**src/rtl/spbb_pkg.sv**
```systemverilog
`timescale 1ns / 1ps
// ----------------------------------------------------------------------------
// spbb_pkg - shared types and constants
// Field widths, register indexes, region codes, controller states and the
// command/status bundles between controller and datapath.
// ----------------------------------------------------------------------------
package spbb_pkg;

  // field widths
  localparam int SAMPLE_W   = 10;
  localparam int ANGLE_W    = 9;
  localparam int TOL_W      = 8;
  localparam int SPEED_W    = 8;
  localparam int DTYPE_W    = 2;
  localparam int REGION_W   = 2;
  localparam int CFG_IDX_W  = 3;
  localparam int CFG_DATA_W = 10;

  // iterative divider: two quotient bits per cycle
  localparam int DIV_W      = 20;
  localparam int DVS_W      = 10;
  localparam int DIV_STEPS  = DIV_W / 2;
  localparam int DIV_CNT_W  = 4;

  // direction driver types
  localparam logic [DTYPE_W-1:0] DRV_ONE_PIN = 2'd1;
  localparam logic [DTYPE_W-1:0] DRV_TWO_PIN = 2'd2;

  typedef enum logic [CFG_IDX_W-1:0] {
    CFG_MIN_ANGLE   = 3'd0,
    CFG_MAX_ANGLE   = 3'd1,
    CFG_MIN_POT     = 3'd2,
    CFG_MAX_POT     = 3'd3,
    CFG_TOLERANCE   = 3'd4,
    CFG_BASE_SPEED  = 3'd5,
    CFG_REVERSE     = 3'd6,
    CFG_DRIVER_TYPE = 3'd7
  } cfg_reg_e;

  typedef enum logic [REGION_W-1:0] {
    REG_STOP = 2'd0,
    REG_POS  = 2'd1,
    REG_NEG  = 2'd2,
    REG_HOLD = 2'd3
  } region_e;

  typedef enum logic [2:0] {
    ST_IDLE,
    ST_UPDATE,
    ST_MEAN,
    ST_MULT,
    ST_MAPDIV,
    ST_MAPWAIT,
    ST_ANGLE,
    ST_DONE
  } ctrl_state_e;

  // controller -> datapath
  typedef struct packed {
    logic accept;     // capture input word, read ring slot
    logic update;     // refresh total, write ring
    logic mean_lat;   // register mean of the ring
    logic mult;       // form map product and span
    logic map_start;  // start map divide
    logic angle_lat;  // register clamped angle
    logic load_out;   // decide drive and load output register
  } dp_cmd_t;

  // datapath -> controller
  typedef struct packed {
    logic div_busy;
    logic div_last;
  } dp_status_t;

endpackage

```
**src/rtl/spbb_ram.sv**
```systemverilog
`timescale 1ns / 1ps
// ----------------------------------------------------------------------------
// spbb_ram - generic single-write RAM
// One write port, one read port with registered read data.
// ----------------------------------------------------------------------------
module spbb_ram #(
  parameter int WIDTH = 10,
  parameter int DEPTH = 8,
  localparam int AW = (DEPTH > 1) ? $clog2(DEPTH) : 1
) (
  input  logic             clk_i,
  input  logic             we_i,
  input  logic [AW-1:0]    waddr_i,
  input  logic [WIDTH-1:0] wdata_i,
  input  logic [AW-1:0]    raddr_i,
  output logic [WIDTH-1:0] rdata_o
);

  logic [WIDTH-1:0] mem_q [DEPTH];
  logic [WIDTH-1:0] rdata_q;

  always_ff @(posedge clk_i) begin
    if (we_i) begin
      mem_q[waddr_i] <= wdata_i;
    end
    rdata_q <= mem_q[raddr_i];
  end

  assign rdata_o = rdata_q;

endmodule

```
**src/rtl/spbb_div.sv**
```systemverilog
`timescale 1ns / 1ps
// ----------------------------------------------------------------------------
// spbb_div - iterative unsigned divider
// Restoring division, two quotient bits per cycle.
// ----------------------------------------------------------------------------
module spbb_div (
  input  logic                      clk_i,
  input  logic                      rst_ni,
  input  logic                      start_i,
  input  logic [spbb_pkg::DIV_W-1:0] dividend_i,
  input  logic [spbb_pkg::DVS_W-1:0] divisor_i,
  output logic                      busy_o,
  output logic                      last_o,
  output logic [spbb_pkg::DIV_W-1:0] quot_o
);

  import spbb_pkg::*;

  logic                 busy_q, busy_d;
  logic [DIV_CNT_W-1:0] cnt_q, cnt_d;
  logic [DVS_W-1:0]     rem_q, rem_d;
  logic [DVS_W-1:0]     dvs_q, dvs_d;
  logic [DIV_W-1:0]     quo_q, quo_d;

  logic [DVS_W:0]   r1, r2, r1s, r2s;
  logic             ge1, ge2;
  logic             last;

  // two restoring steps per cycle
  always_comb begin
    r1  = {rem_q, quo_q[DIV_W-1]};
    ge1 = (r1 >= {1'b0, dvs_q});
    r1s = ge1 ? (r1 - {1'b0, dvs_q}) : r1;
    r2  = {r1s[DVS_W-1:0], quo_q[DIV_W-2]};
    ge2 = (r2 >= {1'b0, dvs_q});
    r2s = ge2 ? (r2 - {1'b0, dvs_q}) : r2;
  end

  assign last = busy_q && (cnt_q == DIV_CNT_W'(1));

  // run control and shift registers
  always_comb begin
    busy_d = busy_q;
    cnt_d  = cnt_q;
    rem_d  = rem_q;
    dvs_d  = dvs_q;
    quo_d  = quo_q;
    if (start_i) begin
      busy_d = 1'b1;
      cnt_d  = DIV_CNT_W'(DIV_STEPS);
      rem_d  = '0;
      dvs_d  = divisor_i;
      quo_d  = dividend_i;
    end else if (busy_q) begin
      cnt_d  = cnt_q - DIV_CNT_W'(1);
      rem_d  = r2s[DVS_W-1:0];
      quo_d  = {quo_q[DIV_W-3:0], ge1, ge2};
      if (last) begin
        busy_d = 1'b0;
      end
    end
  end

  always_ff @(posedge clk_i or negedge rst_ni) begin
    if (!rst_ni) begin
      busy_q <= 1'b0;
      cnt_q  <= '0;
    end else begin
      busy_q <= busy_d;
      cnt_q  <= cnt_d;
    end
  end

  always_ff @(posedge clk_i) begin
    rem_q <= rem_d;
    dvs_q <= dvs_d;
    quo_q <= quo_d;
  end

  assign busy_o = busy_q;
  assign last_o = last;
  assign quot_o = quo_q;

  // a run is never restarted midway
  assert property (@(posedge clk_i) disable iff (!rst_ni) start_i |-> !busy_q)
    else $error("divider started while busy");

endmodule

```
**src/rtl/spbb_datapath.sv**
```systemverilog
`timescale 1ns / 1ps
// ----------------------------------------------------------------------------
// spbb_datapath - averaging, mapping and drive datapath
// Config registers, sample ring with running total, map multiply and
// divide, clamp, deadband decision and the output register.
// ----------------------------------------------------------------------------
module spbb_datapath #(
  parameter int AVG_DEPTH = 8
) (
  input  logic                          clk_i,
  input  logic                          rst_ni,
  // config writes
  input  logic                          cfg_we_i,
  input  logic [spbb_pkg::CFG_IDX_W-1:0]  cfg_index_i,
  input  logic [spbb_pkg::CFG_DATA_W-1:0] cfg_data_i,
  // input word
  input  logic [spbb_pkg::SAMPLE_W-1:0] pot_sample_i,
  input  logic [spbb_pkg::ANGLE_W-1:0]  target_i,
  // control
  input  spbb_pkg::dp_cmd_t             cmd_i,
  output spbb_pkg::dp_status_t          status_o,
  // result word
  output logic [spbb_pkg::ANGLE_W-1:0]  angle_o,
  output logic                          dir_a_o,
  output logic                          dir_b_o,
  output logic [spbb_pkg::SPEED_W-1:0]  pwm_duty_o,
  output logic [spbb_pkg::REGION_W-1:0] drive_state_o
);

  import spbb_pkg::*;

  localparam int IDX_W = (AVG_DEPTH > 1) ? $clog2(AVG_DEPTH) : 1;
  localparam int TOT_W = SAMPLE_W + $clog2(AVG_DEPTH);
  localparam int unsigned TotalMax = ((2 ** SAMPLE_W) - 1) * AVG_DEPTH;
  // reciprocal for the mean: floor(x * MeanRecip / 2**MeanSh) = x / AVG_DEPTH
  localparam int REC_W  = TOT_W + 1;
  localparam int MUL_W  = TOT_W + REC_W;
  localparam int MeanSh = TOT_W + $clog2(AVG_DEPTH);
  localparam longint unsigned MeanRecip =
    ((64'd1 << MeanSh) + 64'(AVG_DEPTH) - 64'd1) / 64'(AVG_DEPTH);

  // ---------------- config registers ----------------
  logic [ANGLE_W-1:0]  min_angle_q, max_angle_q;
  logic [SAMPLE_W-1:0] min_pot_q, max_pot_q;
  logic [TOL_W-1:0]    tolerance_q;
  logic [SPEED_W-1:0]  base_speed_q;
  logic                reverse_q;
  logic [DTYPE_W-1:0]  driver_type_q;

  always_ff @(posedge clk_i or negedge rst_ni) begin
    if (!rst_ni) begin
      min_angle_q   <= ANGLE_W'(0);
      max_angle_q   <= ANGLE_W'(180);
      min_pot_q     <= SAMPLE_W'(0);
      max_pot_q     <= SAMPLE_W'(1023);
      tolerance_q   <= TOL_W'(4);
      base_speed_q  <= SPEED_W'(255);
      reverse_q     <= 1'b0;
      driver_type_q <= DRV_ONE_PIN;
    end else if (cfg_we_i) begin
      unique case (cfg_reg_e'(cfg_index_i))
        CFG_MIN_ANGLE:   min_angle_q   <= cfg_data_i[ANGLE_W-1:0];
        CFG_MAX_ANGLE:   max_angle_q   <= cfg_data_i[ANGLE_W-1:0];
        CFG_MIN_POT:     min_pot_q     <= cfg_data_i[SAMPLE_W-1:0];
        CFG_MAX_POT:     max_pot_q     <= cfg_data_i[SAMPLE_W-1:0];
        CFG_TOLERANCE:   tolerance_q   <= cfg_data_i[TOL_W-1:0];
        CFG_BASE_SPEED:  base_speed_q  <= cfg_data_i[SPEED_W-1:0];
        CFG_REVERSE:     reverse_q     <= cfg_data_i[0];
        CFG_DRIVER_TYPE: driver_type_q <= cfg_data_i[DTYPE_W-1:0];
        default: ;
      endcase
    end
  end

  // ---------------- input capture ----------------
  logic [SAMPLE_W-1:0] sample_q;
  logic [ANGLE_W-1:0]  target_q;

  always_ff @(posedge clk_i) begin
    if (cmd_i.accept) begin
      sample_q <= pot_sample_i;
      target_q <= target_i;
    end
  end

  // ---------------- sample ring and running total ----------------
  logic [IDX_W-1:0]     idx_q, idx_d;
  logic [AVG_DEPTH-1:0] ring_vld_q;
  logic [TOT_W-1:0]     total_q, total_d;
  logic [SAMPLE_W-1:0]  ram_rdata, old_sample;

  spbb_ram #(
    .WIDTH (SAMPLE_W),
    .DEPTH (AVG_DEPTH)
  ) u_ring (
    .clk_i   (clk_i),
    .we_i    (cmd_i.update),
    .waddr_i (idx_q),
    .wdata_i (sample_q),
    .raddr_i (idx_q),
    .rdata_o (ram_rdata)
  );

  // slots never written read as zero
  always_comb begin
    old_sample = ring_vld_q[idx_q] ? ram_rdata : '0;
    total_d    = total_q - TOT_W'(old_sample) + TOT_W'(sample_q);
    idx_d      = (idx_q == IDX_W'(AVG_DEPTH - 1)) ? '0 : idx_q + IDX_W'(1);
  end

  always_ff @(posedge clk_i or negedge rst_ni) begin
    if (!rst_ni) begin
      idx_q      <= '0;
      ring_vld_q <= '0;
      total_q    <= '0;
    end else if (cmd_i.update) begin
      idx_q             <= idx_d;
      ring_vld_q[idx_q] <= 1'b1;
      total_q           <= total_d;
    end
  end

  // ---------------- mean by reciprocal multiply ----------------
  logic [MUL_W-1:0]    mean_prod;
  logic [SAMPLE_W-1:0] mean_q;

  assign mean_prod = MUL_W'(total_q) * MUL_W'(MeanRecip);

  always_ff @(posedge clk_i) begin
    if (cmd_i.mean_lat) begin
      mean_q <= mean_prod[MeanSh +: SAMPLE_W];
    end
  end

  // ---------------- map divider ----------------
  logic [DIV_W-1:0] div_dividend, div_quot;
  logic [DVS_W-1:0] div_divisor;
  logic             div_busy, div_last;

  logic signed [20:0] prod_q;   // (mean - min_pot) * (max_angle - min_angle)
  logic signed [10:0] span_q;   // max_pot - min_pot
  logic        [20:0] prod_mag;
  logic        [10:0] span_mag;

  assign prod_mag = prod_q[20] ? 21'(-prod_q) : 21'(prod_q);
  assign span_mag = span_q[10] ? 11'(-span_q) : 11'(span_q);

  // magnitudes in, sign restored after
  assign div_dividend = prod_mag[DIV_W-1:0];
  assign div_divisor  = span_mag[DVS_W-1:0];

  spbb_div u_div (
    .clk_i      (clk_i),
    .rst_ni     (rst_ni),
    .start_i    (cmd_i.map_start),
    .dividend_i (div_dividend),
    .divisor_i  (div_divisor),
    .busy_o     (div_busy),
    .last_o     (div_last),
    .quot_o     (div_quot)
  );

  assign status_o.div_busy = div_busy;
  assign status_o.div_last = div_last;

  // ---------------- map product ----------------
  logic signed [10:0] dx;
  logic signed [9:0]  dy;

  always_comb begin
    dx = $signed({1'b0, mean_q}) - $signed({1'b0, min_pot_q});
    dy = $signed({1'b0, max_angle_q}) - $signed({1'b0, min_angle_q});
  end

  always_ff @(posedge clk_i) begin
    if (cmd_i.mult) begin
      prod_q <= 21'(dx) * 21'(dy);
      span_q <= $signed({1'b0, max_pot_q}) - $signed({1'b0, min_pot_q});
    end
  end

  // ---------------- offset and clamp ----------------
  logic signed [21:0] q_signed, v, lo_s, hi_s;
  logic [ANGLE_W-1:0] angle_q, angle_d;

  always_comb begin
    q_signed = $signed({2'b00, div_quot});
    if (prod_q[20] ^ span_q[10]) begin
      q_signed = -q_signed;
    end
    lo_s = $signed({13'd0, min_angle_q});
    hi_s = $signed({13'd0, max_angle_q});
    // zero span maps everything to min_angle before the clamp
    v = (span_q == '0) ? lo_s : q_signed + lo_s;
    if (v < lo_s) begin
      angle_d = min_angle_q;
    end else if (v > hi_s) begin
      angle_d = max_angle_q;
    end else begin
      angle_d = v[ANGLE_W-1:0];
    end
  end

  always_ff @(posedge clk_i) begin
    if (cmd_i.angle_lat) begin
      angle_q <= angle_d;
    end
  end

  // ---------------- deadband decision ----------------
  logic signed [9:0] diff, half;
  region_e           region;
  logic              hold, drv_ok, drv_neg;
  logic [SPEED_W-1:0] drv_mag;

  always_comb begin
    diff = $signed({1'b0, angle_q}) - $signed({1'b0, target_q});
    half = $signed({3'b000, tolerance_q[TOL_W-1:1]});
    if (diff < half && diff > -half) begin
      region = REG_STOP;
    end else if (diff > half) begin
      region = REG_POS;
    end else if (diff < -half) begin
      region = REG_NEG;
    end else begin
      region = REG_HOLD;
    end
    hold    = (region == REG_HOLD);
    drv_ok  = (driver_type_q == DRV_ONE_PIN) || (driver_type_q == DRV_TWO_PIN);
    drv_mag = (region == REG_STOP) ? '0 : base_speed_q;
    // a zero magnitude never counts as negative
    drv_neg = (region != REG_STOP) && (base_speed_q != '0) &&
              ((region == REG_NEG) ^ reverse_q);
  end

  // ---------------- output register ----------------
  logic [ANGLE_W-1:0]  out_angle_q;
  logic                last_dir_a_q, last_dir_b_q;
  logic [SPEED_W-1:0]  last_pwm_q;
  region_e             out_region_q;

  always_ff @(posedge clk_i or negedge rst_ni) begin
    if (!rst_ni) begin
      last_dir_a_q <= 1'b0;
      last_dir_b_q <= 1'b0;
      last_pwm_q   <= '0;
    end else if (cmd_i.load_out && !hold && drv_ok) begin
      if (drv_neg) begin
        last_dir_a_q <= 1'b1;
        last_dir_b_q <= 1'b0;
        last_pwm_q   <= ~base_speed_q;  // 255 - speed
      end else begin
        last_dir_a_q <= 1'b0;
        last_dir_b_q <= (driver_type_q == DRV_TWO_PIN);
        last_pwm_q   <= drv_mag;
      end
    end
  end

  always_ff @(posedge clk_i) begin
    if (cmd_i.load_out) begin
      out_angle_q  <= angle_q;
      out_region_q <= drv_ok ? region : REG_HOLD;
    end
  end

  assign angle_o       = out_angle_q;
  assign dir_a_o       = last_dir_a_q;
  assign dir_b_o       = last_dir_b_q;
  assign pwm_duty_o    = last_pwm_q;
  assign drive_state_o = out_region_q;

  // running total is the sum of at most AVG_DEPTH samples
  assert property (@(posedge clk_i) disable iff (!rst_ni)
    32'(total_q) <= TotalMax)
    else $error("running total out of range");

  // a written slot is marked valid
  assert property (@(posedge clk_i) disable iff (!rst_ni)
    cmd_i.update |=> ring_vld_q[$past(idx_q)])
    else $error("ring slot not marked valid");

  // both direction lines never drive at once
  assert property (@(posedge clk_i) disable iff (!rst_ni)
    !(last_dir_a_q && last_dir_b_q))
    else $error("both direction lines high");

endmodule

```
**src/rtl/spbb_ctrl.sv**
```systemverilog
`timescale 1ns / 1ps
// ----------------------------------------------------------------------------
// spbb_ctrl - sequencing controller
// Steps one word through update, mean, map multiply and divide, clamp and
// decision; owns the input stall and output valid.
// ----------------------------------------------------------------------------
module spbb_ctrl (
  input  logic                 clk_i,
  input  logic                 rst_ni,
  input  logic                 in_valid_i,
  output logic                 in_stall_o,
  output logic                 out_valid_o,
  input  logic                 out_stall_i,
  output spbb_pkg::dp_cmd_t    cmd_o,
  input  spbb_pkg::dp_status_t status_i
);

  import spbb_pkg::*;

  ctrl_state_e state_q, state_d;
  logic        out_valid_q, out_valid_d;
  logic        out_free;
  dp_cmd_t     cmd;

  // output register can take a word this cycle
  assign out_free = !out_valid_q || !out_stall_i;

  // next state
  always_comb begin
    state_d = state_q;
    unique case (state_q)
      ST_IDLE:    if (in_valid_i)       state_d = ST_UPDATE;
      ST_UPDATE:                        state_d = ST_MEAN;
      ST_MEAN:                          state_d = ST_MULT;
      ST_MULT:                          state_d = ST_MAPDIV;
      ST_MAPDIV:                        state_d = ST_MAPWAIT;
      ST_MAPWAIT: if (status_i.div_last) state_d = ST_ANGLE;
      ST_ANGLE:                         state_d = ST_DONE;
      ST_DONE:    if (out_free)         state_d = ST_IDLE;
      default:                          state_d = ST_IDLE;
    endcase
  end

  // commands
  always_comb begin
    cmd        = '0;
    in_stall_o = 1'b1;
    unique case (state_q)
      ST_IDLE: begin
        in_stall_o = 1'b0;
        cmd.accept = in_valid_i;
      end
      ST_UPDATE:  cmd.update    = 1'b1;
      ST_MEAN:    cmd.mean_lat  = 1'b1;
      ST_MULT:    cmd.mult      = 1'b1;
      ST_MAPDIV:  cmd.map_start = 1'b1;
      ST_ANGLE:   cmd.angle_lat = 1'b1;
      ST_DONE:    cmd.load_out  = out_free;
      default: ;
    endcase
  end

  // output valid flag
  always_comb begin
    out_valid_d = out_valid_q && out_stall_i;
    if (cmd.load_out) begin
      out_valid_d = 1'b1;
    end
  end

  always_ff @(posedge clk_i or negedge rst_ni) begin
    if (!rst_ni) begin
      state_q     <= ST_IDLE;
      out_valid_q <= 1'b0;
    end else begin
      state_q     <= state_d;
      out_valid_q <= out_valid_d;
    end
  end

  assign cmd_o       = cmd;
  assign out_valid_o = out_valid_q;

  // a pending result is never overwritten
  assert property (@(posedge clk_i) disable iff (!rst_ni)
    cmd.load_out |-> (!out_valid_q || !out_stall_i))
    else $error("output word overwritten");

  // wait state only while the divider runs
  assert property (@(posedge clk_i) disable iff (!rst_ni)
    (state_q == ST_MAPWAIT) |-> status_i.div_busy)
    else $error("waiting on idle divider");

  // a loaded word is offered next cycle
  assert property (@(posedge clk_i) disable iff (!rst_ni)
    cmd.load_out |=> out_valid_q)
    else $error("loaded word not offered");

endmodule

```
**src/rtl/servo_position_bang_bang_top.sv**
```systemverilog
`timescale 1ns / 1ps
// ----------------------------------------------------------------------------
// servo_position_bang_bang_top - bang-bang servo position controller
//
//   channel  direction  handshake              payload
//   in       input      in_valid_i/in_stall_o  pot_sample_i, target_i
//   out      output     out_valid_o/out_stall_i angle_o, dir_a_o, dir_b_o,
//                                              pwm_duty_o, drive_state_o
//   cfg      input      cfg_valid_i/cfg_ready_o cfg_index_i, cfg_data_i
//
// A word's result is loaded into the output register once the word has
// passed update, mean, map multiply, map divide and clamp; the next word can
// be accepted in the following cycle, and not while a word is in flight.
// The map divider is two-bit-per-cycle; the mean is a reciprocal multiply.
// The next word is accepted once the result sits in the output register,
// even while it is still stalled. Reset is asynchronous; after it the ring
// reads as zero and no clearing pass runs. cfg_ready_o is always high.
// ----------------------------------------------------------------------------
module servo_position_bang_bang_top #(
  parameter int AVG_DEPTH = 8
) (
  input  logic        clk_i,
  input  logic        rst_ni,
  // input word
  input  logic        in_valid_i,
  output logic        in_stall_o,
  input  logic [9:0]  pot_sample_i,
  input  logic [8:0]  target_i,
  // result word
  output logic        out_valid_o,
  input  logic        out_stall_i,
  output logic [8:0]  angle_o,
  output logic        dir_a_o,
  output logic        dir_b_o,
  output logic [7:0]  pwm_duty_o,
  output logic [1:0]  drive_state_o,
  // config writes
  input  logic        cfg_valid_i,
  output logic        cfg_ready_o,
  input  logic [2:0]  cfg_index_i,
  input  logic [9:0]  cfg_data_i
);

  import spbb_pkg::*;

  dp_cmd_t    cmd;
  dp_status_t status;

  assign cfg_ready_o = 1'b1;

  spbb_ctrl u_ctrl (
    .clk_i       (clk_i),
    .rst_ni      (rst_ni),
    .in_valid_i  (in_valid_i),
    .in_stall_o  (in_stall_o),
    .out_valid_o (out_valid_o),
    .out_stall_i (out_stall_i),
    .cmd_o       (cmd),
    .status_i    (status)
  );

  spbb_datapath #(
    .AVG_DEPTH (AVG_DEPTH)
  ) u_dp (
    .clk_i         (clk_i),
    .rst_ni        (rst_ni),
    .cfg_we_i      (cfg_valid_i & cfg_ready_o),
    .cfg_index_i   (cfg_index_i),
    .cfg_data_i    (cfg_data_i),
    .pot_sample_i  (pot_sample_i),
    .target_i      (target_i),
    .cmd_i         (cmd),
    .status_o      (status),
    .angle_o       (angle_o),
    .dir_a_o       (dir_a_o),
    .dir_b_o       (dir_b_o),
    .pwm_duty_o    (pwm_duty_o),
    .drive_state_o (drive_state_o)
  );

endmodule

```
**config.mk**
```make
export PLATFORM = sky130hd
export DESIGN_NAME = servo_position_bang_bang_top
export DESIGN_NICKNAME = d
export VERILOG_FILES = /design/src/rtl/spbb_pkg.sv /design/src/rtl/spbb_ram.sv /design/src/rtl/spbb_div.sv /design/src/rtl/spbb_datapath.sv /design/src/rtl/spbb_ctrl.sv /design/src/rtl/servo_position_bang_bang_top.sv
export SDC_FILE = /design/constraint.sdc
export NUM_CORES = 1
export LEC_CHECK = 0
export ABC_CLOCK_PERIOD_IN_PS = 19700
export BUFFER_PORTS_ARGS = -buffer_cell sky130_fd_sc_hd__buf_2
export CAP_MARGIN = 20
export CORE_MARGIN = 4
export CORE_UTILIZATION = 50
export CTS_CLUSTER_DIAMETER = 30
export DETAILED_ROUTE_END_ITERATION = 16
export MAX_ROUTING_LAYER = met4
export PLACE_DENSITY = 0.66
export SYNTH_ARGS = -nofsm -noshare
export SYNTH_HDL_FRONTEND = slang
export SYNTH_SLANG_ARGS = --single-unit
```
**constraint.sdc**
```tcl
create_clock -name clk_i -period 19.7 [get_ports clk_i]
set_clock_uncertainty 0.1 [all_clocks]
set_input_delay 5.91 -clock clk_i [delete_from_list [all_inputs] [get_ports clk_i]]
set_output_delay 5.91 -clock clk_i [all_outputs]
set_load 0.01 [all_outputs]
```
; Yosys cells after proc, flatten, opt, wreduce, memory -nomap -nowiden
; Memory sizes are Yosys's and may differ from the RTL's. A register that Yosys moved wholly into a read port is not among the register bits.
; Index checks and enable logic that the tools add are counted.
[word_totals]
ff_bits = 221
latch_bits = 0
ram_bits = 80
mem_bits_ro = 0
inputBits = 37
out_inout_bits = 24
elab_cells = 155
memories = 1
[op_classes]
n_addsub = 15
multipliers = 1
div = 0
order_cmp = 10
n_eq_ne = 23
shift = 0
muxes = 43
n_bitwise = 4
n_reduce_logical = 29
[memory_table]
columns = name, depth, width, rd, rd_clocked_by_memory_dff, wr, line
row1 = u_dp.u_ring.mem_q, 8, 10, 1, 1, 1, spbb_ram.sv:19  ; logic [WIDTH-1:0] mem_q [DEPTH];
[op_table]
columns = op, count
row1 = 20-bit two-way mux, 3
row2 = 22-bit two-way mux, 2
row3 = 10-bit two-way mux, 4
row4 = 3-bit equality test (second input constant), 9
row5 = 3-bit case mux with 8 select lines, 1
row6 = 22-bit by 10-bit adder with 22-bit output, 1
row7 = 11-bit by 10-bit >= comparator with 1-bit output, 2
row8 = 22-bit by 10-bit > comparator with 1-bit output, 1
row9 = 22-bit by 10-bit less-than comparator with 1-bit output, 1
row10 = 20-bit negation with 22-bit output, 1
row11 = 10-bit by 10-bit subtractor with 11-bit output, 2
row12 = 11-bit by 10-bit multiplier with 21-bit output, 1
row13 = 20-bit negation, 1
row14 = 10-bit subtractor, 2
row15 = 9-bit by 9-bit subtractor with 10-bit output, 2
row16 = 1-bit two-way mux, 19
row17 = 9-bit two-way mux, 2
row18 = 8-bit two-way mux, 2
row19 = 2-bit AND reduction, 8
row20 = 13-bit by 10-bit adder with 13-bit output, 1
row21 = 13-bit by 10-bit subtractor with 13-bit output, 1
row22 = 3-bit by 2-bit equality test with 1-bit output (second input constant), 4
row23 = 3-bit two-way mux, 4
row24 = 11-bit zero test, 1
row25 = other kinds (31), 50

; Logic depth before layout (Yosys ltp)
; Gate-level depths: netlist of run 1.
[logic_depth]
depth_word = 9
depth_mapped = 31
ltp_nobuf = 31

; Cells and area by module
; From an unflattened synthesis of run 1, not the netlist that was laid out.
[unflattened]
hier_cells = 2085
hier_area_um2 = 22276.4
[modules_own_cells]
columns = mod, n_inst, cells_each, area_each_um2, seq_area_each_um2
row1 = spbb_datapath, 1, 1644, 15736.3, 4714.5
row2 = spbb_ram, 1, 138, 3333.2, 2602.5
row3 = spbb_div, 1, 271, 2921.6, 1226.2
row4 = spbb_ctrl, 1, 30, 274.0, 100.1
row5 = servo_position_bang_bang_top, 1, 2, 11.3, 0.0

; Least setup slack after synthesis of run 1
; No wires, ideal clock.
[synth_path]
kind = input-to-reg
startpoint = input port cfg_index_i[0]
endpoint = register u_dp.max_angle_q[0]
setup_ns = 0.130
arrival_time_ns = 7.077
t_required_ns = 19.470
setup_slack_ns = 12.392
stages = 4
n_path_buf = 2
cell_sequence = clkbuf_1 nor3b_1 clkbuf_1 o21ai_0
[synth_via]
elab_chain_cells = 2
[synth_rtl]
columns = element, line
row1 = "start, declared", servo_position_bang_bang_top.sv:40  ; input logic [2:0] cfg_index_i,
row2 = 3-bit by 1-bit equality test with 1-bit output, spbb_datapath.sv:61  ; unique case (cfg_reg_e'(cfg_index_i))
row3 = 2-bit AND reduction (no line), --
row4 = "end signal, assigned", spbb_datapath.sv:63  ; CFG_MAX_ANGLE: max_angle_q <= cfg_data_i[ANGLE_W-1:0];
row5 = "end, declared", spbb_datapath.sv:43  ; logic [ANGLE_W-1:0] min_angle_q, max_angle_q;
; Every way passes these cells.
; A chain may end at the register's enable or synchronous reset.

; Worst setup path after layout of run 1
[layout_path]
startpoint = register u_dp.max_angle_q[0]
endpoint = register u_dp.prod_q[19] (data pin)
[layout_via]
elab_chain_cells = 2
[layout_rtl]
columns = element, line
row1 = 9-bit by 9-bit subtractor with 10-bit output, spbb_datapath.sv:172  ; dy = $signed({1'b0, max_angle_q}) - $signed({1'b0, min_angle_q});
row2 = 11-bit by 10-bit multiplier with 21-bit output, spbb_datapath.sv:177  ; prod_q <= 21'(dx) * 21'(dy);
row3 = "end signal, assigned", spbb_datapath.sv:177
row4 = "end, declared", spbb_datapath.sv:140  ; logic signed [20:0] prod_q;
; Every way passes these cells.

==> results of run 1 <==
[critical path: cells and delay by family, from the launching register on]
family / cells / cell delay [ns]
adders and majority gates: 8 / 3.43
AOI/OAI and AO/OA: 12 / 2.48
xor gates and xnor gates: 2 / 0.84
DFF: 1 / 0.38
buffers and inverters: 6 / 0.37
and+or+nand+nor: 1 / 0.26
[cells by family after synthesis]
logic type	count (synthesis)	synth area share, %
fa+ha+maj	289	20.7
buf+inv	360	6.53
xor+xnor	132	5.31
other cells	1	0.0172
simple gates	544	12.1
mux	91	4.77
flops	310	39.7
compound gates	379	10.9
[layout make-up]
| class | instances | area share, % |
|---|---|---|
| multi-input combinational | 1436 | 46.0 |
| sequential | 310 | 33.9 |
| clock buffer | 88 | 7.92 |
| inverter | 301 | 4.44 |
| clock inverter | 54 | 2.98 |
| tap | 585 | 2.87 |
| timing repair buffer | 79 | 1.85 |
| antenna | 1 | 0.00982 |
[placed cells by master, fill, tap and decap left out, types with 7 or more instances in the layout]
cell type,n
inv_1,300
nand2_1,214
edfxtp_1,191
ha_1,172
o21ai_0,139
fa_1,117
nor2_1,112
a21oi_1,79
clkbuf_16,76
dfrtp_1,75
xnor2_1,73
xor2_1,59
buf_2,58
mux2i_1,46
nor2b_1,40
mux2_2,38
a21o_1,33
nor3_1,26
dfstp_2,24
nand2b_1,23
nand3_1,21
dfxtp_1,20
buf_4,19
or2_2,17
o31ai_1,16
o21bai_1,14
a221oi_1,13
clkinv_2,13
nand4_1,12
bufinv_16,12
clkinvlp_4,12
and2_1,11
or3_1,11
o21a_1,10
and3_1,9
nor4_1,8
a21boi_0,7
clkbuf_8,7
[state kept, by name (all words and copies together), names as in the netlist, 11 cells and up]
register and flops:
u_dp.span_q 11, u_dp.u_div.quot_o 20, u_dp.total_q 13, u_dp.u_ring.mem_q 80
u_dp.prod_q 21
[per-layer routing]
metal	routed length [um]	global-route usage, %	vias to the layer above
met5	0	-	-
met4	1260	7.08	0
met3	1990	3.58	81
met2	24400	35.9	342
met1	21200	27.8	7537
li1	-	-	7419
[per-stage QoR]
step	setup WS (ns)	util, %	cell area [um^2]
4_1_cts	11.64	59.0	25400
5_1_grt	11.02	59.1	25500
3_5_place_dp	11.67	52.6	22600
3_3_place_gp	11.79	52.6	22600
6_report	11.60	59.1	25500
2_1_floorplan	12.39	-	21800
[final timing paths]
path,from,endpoint,slack (ns),cells past startpoint
worst max register to register,u_dp.max_angle_q[0],u_dp.prod_q[19],11.60,29
worst min-delay path,u_dp.angle_q[0],u_dp.angle_o[0],0.36,0
min in group asynchronous,rst_ni,u_dp.ring_vld_q[1],5.25,1
worst min register to register,u_dp.angle_q[0],u_dp.angle_o[0],0.36,0
max in group asynchronous,rst_ni,u_dp.u_div.cnt_q[1],13.13,2
worst max-delay path,u_dp.max_angle_q[0],u_dp.prod_q[19],11.60,29
==> metrics.csv, run 1 <==
stage;metric;value;unit
logic_synthesis;synth_ff_type;edfxtp_1;
cts;root_buffer;clkbuf_16;
detailed_routing;remaining_drc_errors;0;
placed_design;dp.cells;2707;
run;drv_cap;0;
worst_setup_path;cp_max_fo;11;
floorplanning;ios;61;
cts;cts_tree;yes;
timing;period_needed;8.10;ns
worst_setup_path;worstSetupPathType;flop to flop;
timing;setup_violations;0;
worst_setup_path;startpoint_type;flop;
timing;tightest_slew;1.10;ns
cts;cts.sinks;310;
cts;ctsHoldBuffers;0;
timing;setup_tns;0;ns
floorplanning;die_w;217;um
finish;multiInputGateArea;11700;um^2
floorplanning;rows;76;
detailed_routing;dr.pass1.iters;5;
worst_setup_path;critPathArrivalTime;8.34;ns
cts;numCtsBuffers;76;
logic_synthesis;syn_inst;2106;
global_routing;grt_usage;21.8;%
global_routing;antenna_found_initial;1;
outcome;status;completed;
logic_synthesis;ys_warn_count;0;
logic_synthesis;synth.top_cell.area_share;26.4;%
global_routing;grt_pass1_vias;15498;
finish;final_nets;2530;
floorplanning;core;43100;um^2
finish;regArea;8640;um^2
logic_synthesis;syn_nets;2432;
finish;drive_above_1_share;14.4;%
timing;hold_viol;0;
logic_synthesis;ys_seq_area_share;39.7;%
timing;fin_crit_sh;41.1;%
detailed_routing;vias;15379;
cts;clk-insertion-delay-late;0.60;ns
floorplanning;die_h;217;um
logic_synthesis;ys_top_cells_by_count;300 x inv_1, 214 x nand2_1, 191 x edfxtp_1, 172 x ha_1, 139 x o21ai_0;
finish;area_delta_synth_final;17.1;%
cts;clock_path_buffers;3;
logic_synthesis;async_reset_ff_share;31.9;%
detailed_routing;via_per_inst;5.39;
logic_synthesis;synth.most_common_cell;inv_1;
hold_path;hold_class;flop to flop;
floorplanning;die_area;46900;um^2
logic_synthesis;synthesis.area;21800;um^2
detailed_routing;wirelength;48.9;mm
logic_synthesis;synthTopCellsByArea;edfxtp_1 26%, fa_1 11%, ha_1 9.9%;
detailed_routing;wl_per_cell;17.1;um
cts;post_cts_resize_count;0;
placed_design;place_hpwl;36.5;mm
global_routing;grt-ovfl-total;0;
timing;max_slew_margin;26.4;%
cts;htreeDepth;3;
logic_synthesis;ys_ff_latch;310;
logic_synthesis;yosysUniqueCellTypes;88;
worst_setup_path;max_stage_delay;0.76;ns
floorplanning;start_util;50.5;%
timing;slew_violations;0;
finish;finalNonFillerCells;2854;
logic_synthesis;synth_area_leader_cell;edfxtp_1;
finish;fillers;3530;
detailed_routing;drt_iter0_drc;849;
cts;path_clk_slew;0.05;ns
cts;cts_setup_buffers;0;
timing;fmax;0.124;GHz
placed_design;portBuffers;59;
timing;finalHoldWorstSlack;0.356;ns
worst_setup_path;end_kind;flop;
global_routing;grt_max_degree;57;
placed_design;gp_congestion;0.928;
logic_synthesis;synth-edff-count;191;
global_routing;grt_first_pass_wirelength;80.3;mm
worst_setup_path;cp_data_required_time;19.95;ns
logic_synthesis;syn_avg_cell_area;10.3;um^2
worst_setup_path;slowest_stage;xor2_1;
timing;rsz0062_at_grt;false;
detailed_routing;postRouteAntennaNets;0;
Power of run 1 is left out: the tool's default activity adds up to more than one toggle a clock period on the data nets, which glitch-free logic cannot reach.
==> run 2: changes to the inputs <==
--- a/config.mk
+++ b/config.mk
@@ -5,7 +5,7 @@
 export SDC_FILE = /design/constraint.sdc
 export NUM_CORES = 1
 export LEC_CHECK = 0
-export ABC_CLOCK_PERIOD_IN_PS = 19700
+export ABC_CLOCK_PERIOD_IN_PS = 8250
 export BUFFER_PORTS_ARGS = -buffer_cell sky130_fd_sc_hd__buf_2
 export CAP_MARGIN = 20
 export CORE_MARGIN = 4
==> constraint.sdc (replaced) <==
create_clock -name clk_i -period 8.25 [get_ports clk_i]
set_clock_uncertainty 0.1 [all_clocks]
set_input_delay 2.475 -clock clk_i [delete_from_list [all_inputs] [get_ports clk_i]]
set_output_delay 2.475 -clock clk_i [all_outputs]
set_load 0.01 [all_outputs]
==> metrics.csv, run 2 (same netlist as run 1, synthesis figures left out) <==
stage;metric;value;unit
outcome;status;completed;
cts;htreeDepth;3;
timing;max_slew_margin;27.6;%
floorplanning;die_area;46900;um^2
cts;clk-insertion-delay-late;0.59;ns
placed_design;gp_congestion;0.939;
finish;fillers;3550;
finish;final_common_cell;inv_1;
timing;slew_violations;0;
global_routing;antenna_found_initial;1;
cts;post_cts_resize_count;0;
timing;tightest_slew;1.08;ns
worst_setup_path;max_stage_delay;0.60;ns
cts;clock_path_buffers;3;
timing;setup_violations;0;
detailed_routing;postRouteAntennaNets;0;
finish;regArea;8640;um^2
detailed_routing;wirelength;48.5;mm
detailed_routing;wl_per_cell;17.0;um
worst_setup_path;cp_max_fo;12;
worst_setup_path;r2r_end;u_dp.prod_q[19];
placed_design;place_hpwl;36.4;mm
global_routing;grt_usage;21.6;%
worst_setup_path;cp_num_cells;28;
finish;multiInputGateArea;11700;um^2
floorplanning;ios;61;
detailed_routing;drt_iter0_drc;997;
hold_path;hold_class;flop to flop;
cts;cts_tree;yes;
floorplanning;start_util;50.5;%
worst_setup_path;r2r_start;u_dp.min_angle_q[1];
timing;rsz0062_at_grt;false;
timing;fin_crit_sh;94.1;%
detailed_routing;vias;15446;
worst_setup_path;cp_data_required_time;8.47;ns
cts;path_clk_slew;0.04;ns
detailed_routing;dr.pass1.iters;5;
floorplanning;rows;76;
worst_setup_path;end_kind;flop;
worst_setup_path;crit_start;u_dp.min_angle_q[1];
cts;numCtsBuffers;73;
worst_setup_path;slowest_stage;o41ai_1;
timing;period_needed;7.76;ns
worst_setup_path;reg2reg_slack;0.49;ns
cts;cts_setup_buffers;0;
finish;layout_common_cells;300 x inv_1, 214 x nand2_1, 191 x edfxtp_1;
finish;largest_register_ffs;80;
global_routing;grt-ovfl-total;0;
finish;final_nets;2530;
detailed_routing;via_per_inst;5.42;
cts;ctsHoldBuffers;0;
timing;hold_viol;0;
floorplanning;die_w;217;um
global_routing;grt_max_degree;55;
global_routing;grt_pass1_vias;15463;
detailed_routing;remaining_drc_errors;0;
cts;cts.sinks;310;
worst_setup_path;crit_buf_inv;5;
finish;max_flop_register;u_dp.u_ring.mem_q;
floorplanning;core;43100;um^2
worst_setup_path;startpoint_type;flop;
worst_setup_path;crit_family;adder cells;
finish;drive_above_1_share;14.0;%
cts;root_buffer;clkbuf_16;
placed_design;portBuffers;59;
worst_setup_path;critPathArrivalTime;7.98;ns
floorplanning;die_h;217;um
worst_setup_path;worstSetupPathType;flop to flop;
finish;area_delta_synth_final;16.3;%
timing;fmax;0.129;GHz
global_routing;grt_first_pass_wirelength;79.2;mm
run;drv_cap;0;
worst_setup_path;endpoint;u_dp.prod_q[19];
timing;setup_tns;0;ns
worst_setup_path;r2r_cells;28;
## run 2: cell types whose count changed in the layout (fill, tap and decap cells not counted), sizes merged
cell / before / now
bufinv: 12 / 13
buf: 79 / 82
clkinvlp: 12 / 11
clkbuf: 88 / 87
clkinv: 25 / 19
## run 2: final cells by class
type / count / area share (%)
repair buffers: 82 / 1.89
multi-input cells: 1436 / 46.3
clock buffers: 87 / 7.63
clock inverters: 48 / 2.65
flip-flops and latches: 310 / 34.2
well taps: 585 / 2.89
diodes: 1 / 0.00989
inverters: 301 / 4.46
## run 2: stage by stage
stage	hold WS, ns	util, %	setup slack (ns)	std cells	cell area (um^2)
floorplan	0.326	-	1.07	2106	21800
global placement	0.347	52.6	0.695	2710	22700
detailed placement	0.353	52.6	0.577	2711	22700
CTS	0.364	58.7	0.556	2846	25300
global route	0.374	58.7	0.0284	2850	25300
finish	0.363	58.7	0.489	2850	25300
## run 2: how the worst min path moves through the flow
stage / slack (ns) / to / from / depth (start not counted)
2_1_floorplan: 0.33 / u_dp.angle_o[0] / u_dp.angle_q[0] / 0
3_3_place_gp: 0.35 / u_dp.ring_vld_q[4] / u_dp.ring_vld_q[4] / 1
3_5_place_dp: 0.35 / u_dp.ring_vld_q[1] / u_dp.ring_vld_q[1] / 1
4_1_cts: 0.36 / u_dp.mean_q[1] / u_dp.total_q[4] / 0
5_1_grt: 0.37 / u_dp.angle_o[5] / u_dp.angle_q[5] / 0
6_report: 0.36 / u_dp.mean_q[1] / u_dp.total_q[4] / 0
## run 2: routing by layer
| metal | global-route usage, % | vias up | share of wire (%) | wire length (um) |
|---|---|---|---|---|
| li1 | - | 7414 | - | - |
| met1 | 27.3 | 7565 | 44 | 21100 |
| met2 | 34.7 | 349 | 48 | 23400 |
| met3 | 3.74 | 118 | 4.3 | 2110 |
| met4 | 8.70 | 0 | 3.9 | 1880 |
| met5 | - | - | 0 | 0 |
Power of run 2 is left out for the same reason.
==> run 3: changes to the inputs <==
--- a/config.mk
+++ b/config.mk
@@ -16,4 +16,5 @@
 export PLACE_DENSITY = 0.66
 export SYNTH_ARGS = -nofsm -noshare
 export SYNTH_HDL_FRONTEND = slang
+export SYNTH_HIERARCHICAL = 1
 export SYNTH_SLANG_ARGS = --single-unit
==> metrics.csv, run 3 <==
stage;metric;value;unit
placed_design;portBuffers;59;
timing;hold_viol;0;
floorplanning;die_area;48000;um^2
logic_synthesis;ys_warn_count;6;
timing;max_slew_margin;19.0;%
timing;finalHoldWorstSlack;0.343;ns
worst_setup_path;end_kind;flop;
outcome;status;completed;
detailed_routing;remaining_drc_errors;0;
worst_setup_path;reg2reg_slack;0.59;ns
timing;setup_ws;0.591;ns
cts;clk-insertion-delay-late;0.60;ns
finish;layout_common_cells;292 x inv_1, 191 x edfxtp_1, 173 x ha_1;
placed_design;post-place-ws;0.631;ns
detailed_routing;drt_iter0_drc;1066;
worst_setup_path;critPathArrivalTime;7.90;ns
detailed_routing;via_per_inst;5.55;
timing;tightest_slew;1.20;ns
global_routing;grt-ovfl-total;0;
hold_path;hold_class;flop to flop;
timing;fin_crit_sh;92.8;%
finish;final_nets;2519;
placed_design;gp_congestion;0.911;
detailed_routing;wirelength;51.1;mm
timing;setup_tns;0;ns
cts;cts_setup_buffers;0;
logic_synthesis;syn_inst;2084;
cts;post_cts_resize_count;0;
cts;path_clk_slew;0.05;ns
worst_setup_path;crit_top_cell;fa_1;
global_routing;grt_usage;22.0;%
worst_setup_path;slowest_stage;fa_1;
logic_synthesis;syn_avg_cell_area;10.7;um^2
timing;rsz0062_at_grt;false;
finish;antenna_cells;0;
floorplanning;die_w;219;um
timing;setup_violations;0;
detailed_routing;postRouteAntennaNets;0;
worst_setup_path;worstSetupPathType;flop to flop;
worst_setup_path;startpoint_type;flop;
global_routing;antenna_found_initial;1;
logic_synthesis;syn_nets;2410;
cts;cts_tree;yes;
floorplanning;ios;61;
placed_design;place_hpwl;37.5;mm
finish;final_common_cell;inv_1;
cts;cts.sinks;310;
hold_path;hp-start;u_dp/total_q[5];
cts;numCtsBuffers;75;
global_routing;grt_pass1_vias;15714;
global_routing;grt_first_pass_wirelength;81.8;mm
cts;clock_path_buffers;3;
timing;fmax;0.131;GHz
cts;htreeDepth;3;
floorplanning;core;44100;um^2
logic_synthesis;synthesis.area;22300;um^2
cts;root_buffer;clkbuf_16;
worst_setup_path;max_stage_delay;0.55;ns
detailed_routing;dr.pass1.iters;5;
floorplanning;die_h;219;um
detailed_routing;vias;15811;
detailed_routing;wl_per_cell;17.9;um
worst_setup_path;cp_max_fo;10;
finish;drive_above_1_share;15.8;%
floorplanning;start_util;50.5;%
cts;ctsHoldBuffers;0;
finish;max_flop_register;u_dp/u_ring/mem_q;
worst_setup_path;cp_data_required_time;8.49;ns
timing;period_needed;7.66;ns
worst_setup_path;crit_start;u_dp/min_pot_q[1];
worst_setup_path;r2r_start;u_dp/min_pot_q[1];
finish;area_delta_synth_final;16.5;%
run;drv_cap;0;
finish;largest_register_ffs;80;
floorplanning;rows;77;
timing;slew_violations;0;
global_routing;grt_max_degree;61;
## run 3: cell types whose count changed in the layout (fill, tap and decap cells not counted), sizes merged, moves of 19 or more
| cell | previous run | this run |
|---|---|---|
| nand2 | 215 | 169 |
| xnor2 | 73 | 92 |
| nor2 | 114 | 142 |
| o21ai | 141 | 105 |
| mux2 | 39 | 68 |
## run 3: cell type report
type	count	area [um^2]
clock buffers	79	1900
inverters	292	1100
well taps	592	741
repair buffers	92	558
multi-input cells	1422	12300
fillers	3619	18200
flip-flops and latches	310	8640
clock inverters	60	738
## run 3: metrics by stage
stage / area [um^2] / instances / utilization, %
after floorplan: 22300 / 2084 / -
after global placement: 23200 / 2700 / 52.7
after detailed placement: 23200 / 2701 / 52.7
after CTS: 25900 / 2840 / 58.7
after global routing: 25900 / 2847 / 58.8
final: 25900 / 2847 / 58.8
## run 3: metal layers
layer | global-route usage [%] | routed length [um] | share of wire (%) | vias up
met1 | 27.5 | 21600 | 42 | 7842
met3 | 3.66 | 2170 | 4.2 | 113
met4 | 7.29 | 1420 | 2.8 | 0
li1 | - | - | - | 7474
met5 | - | 0 | 0 | -
met2 | 36.8 | 25900 | 51 | 382
## run 3: worst max-delay path, delay by kind of cell (launching register included)
| kind | cells | cell delay, ns |
|---|---|---|
| AO/OA/AOI/OAI | 11 | 2.25 |
| XOR/XNOR | 2 | 0.51 |
| adder cells (fa/ha/maj) | 7 | 3.17 |
| buffers and inverters | 4 | 0.24 |
| flip-flops | 1 | 0.42 |
| AND/OR/NAND/NOR | 4 | 0.70 |
## run 3: path summary, 6_finish.rpt
check                           depth (start not counted)                   to
worst max-delay path                                   28      u_dp/prod_q[20]
worst min-delay path                                    0       u_dp/mean_q[2]
worst max register to register                         28      u_dp/prod_q[20]
worst min register to register                          0       u_dp/mean_q[2]
max in group asynchronous                               2  u_dp/min_angle_q[3]
min in group asynchronous                               1      u_dp/total_q[0]
Power of run 3 is left out for the same reason.
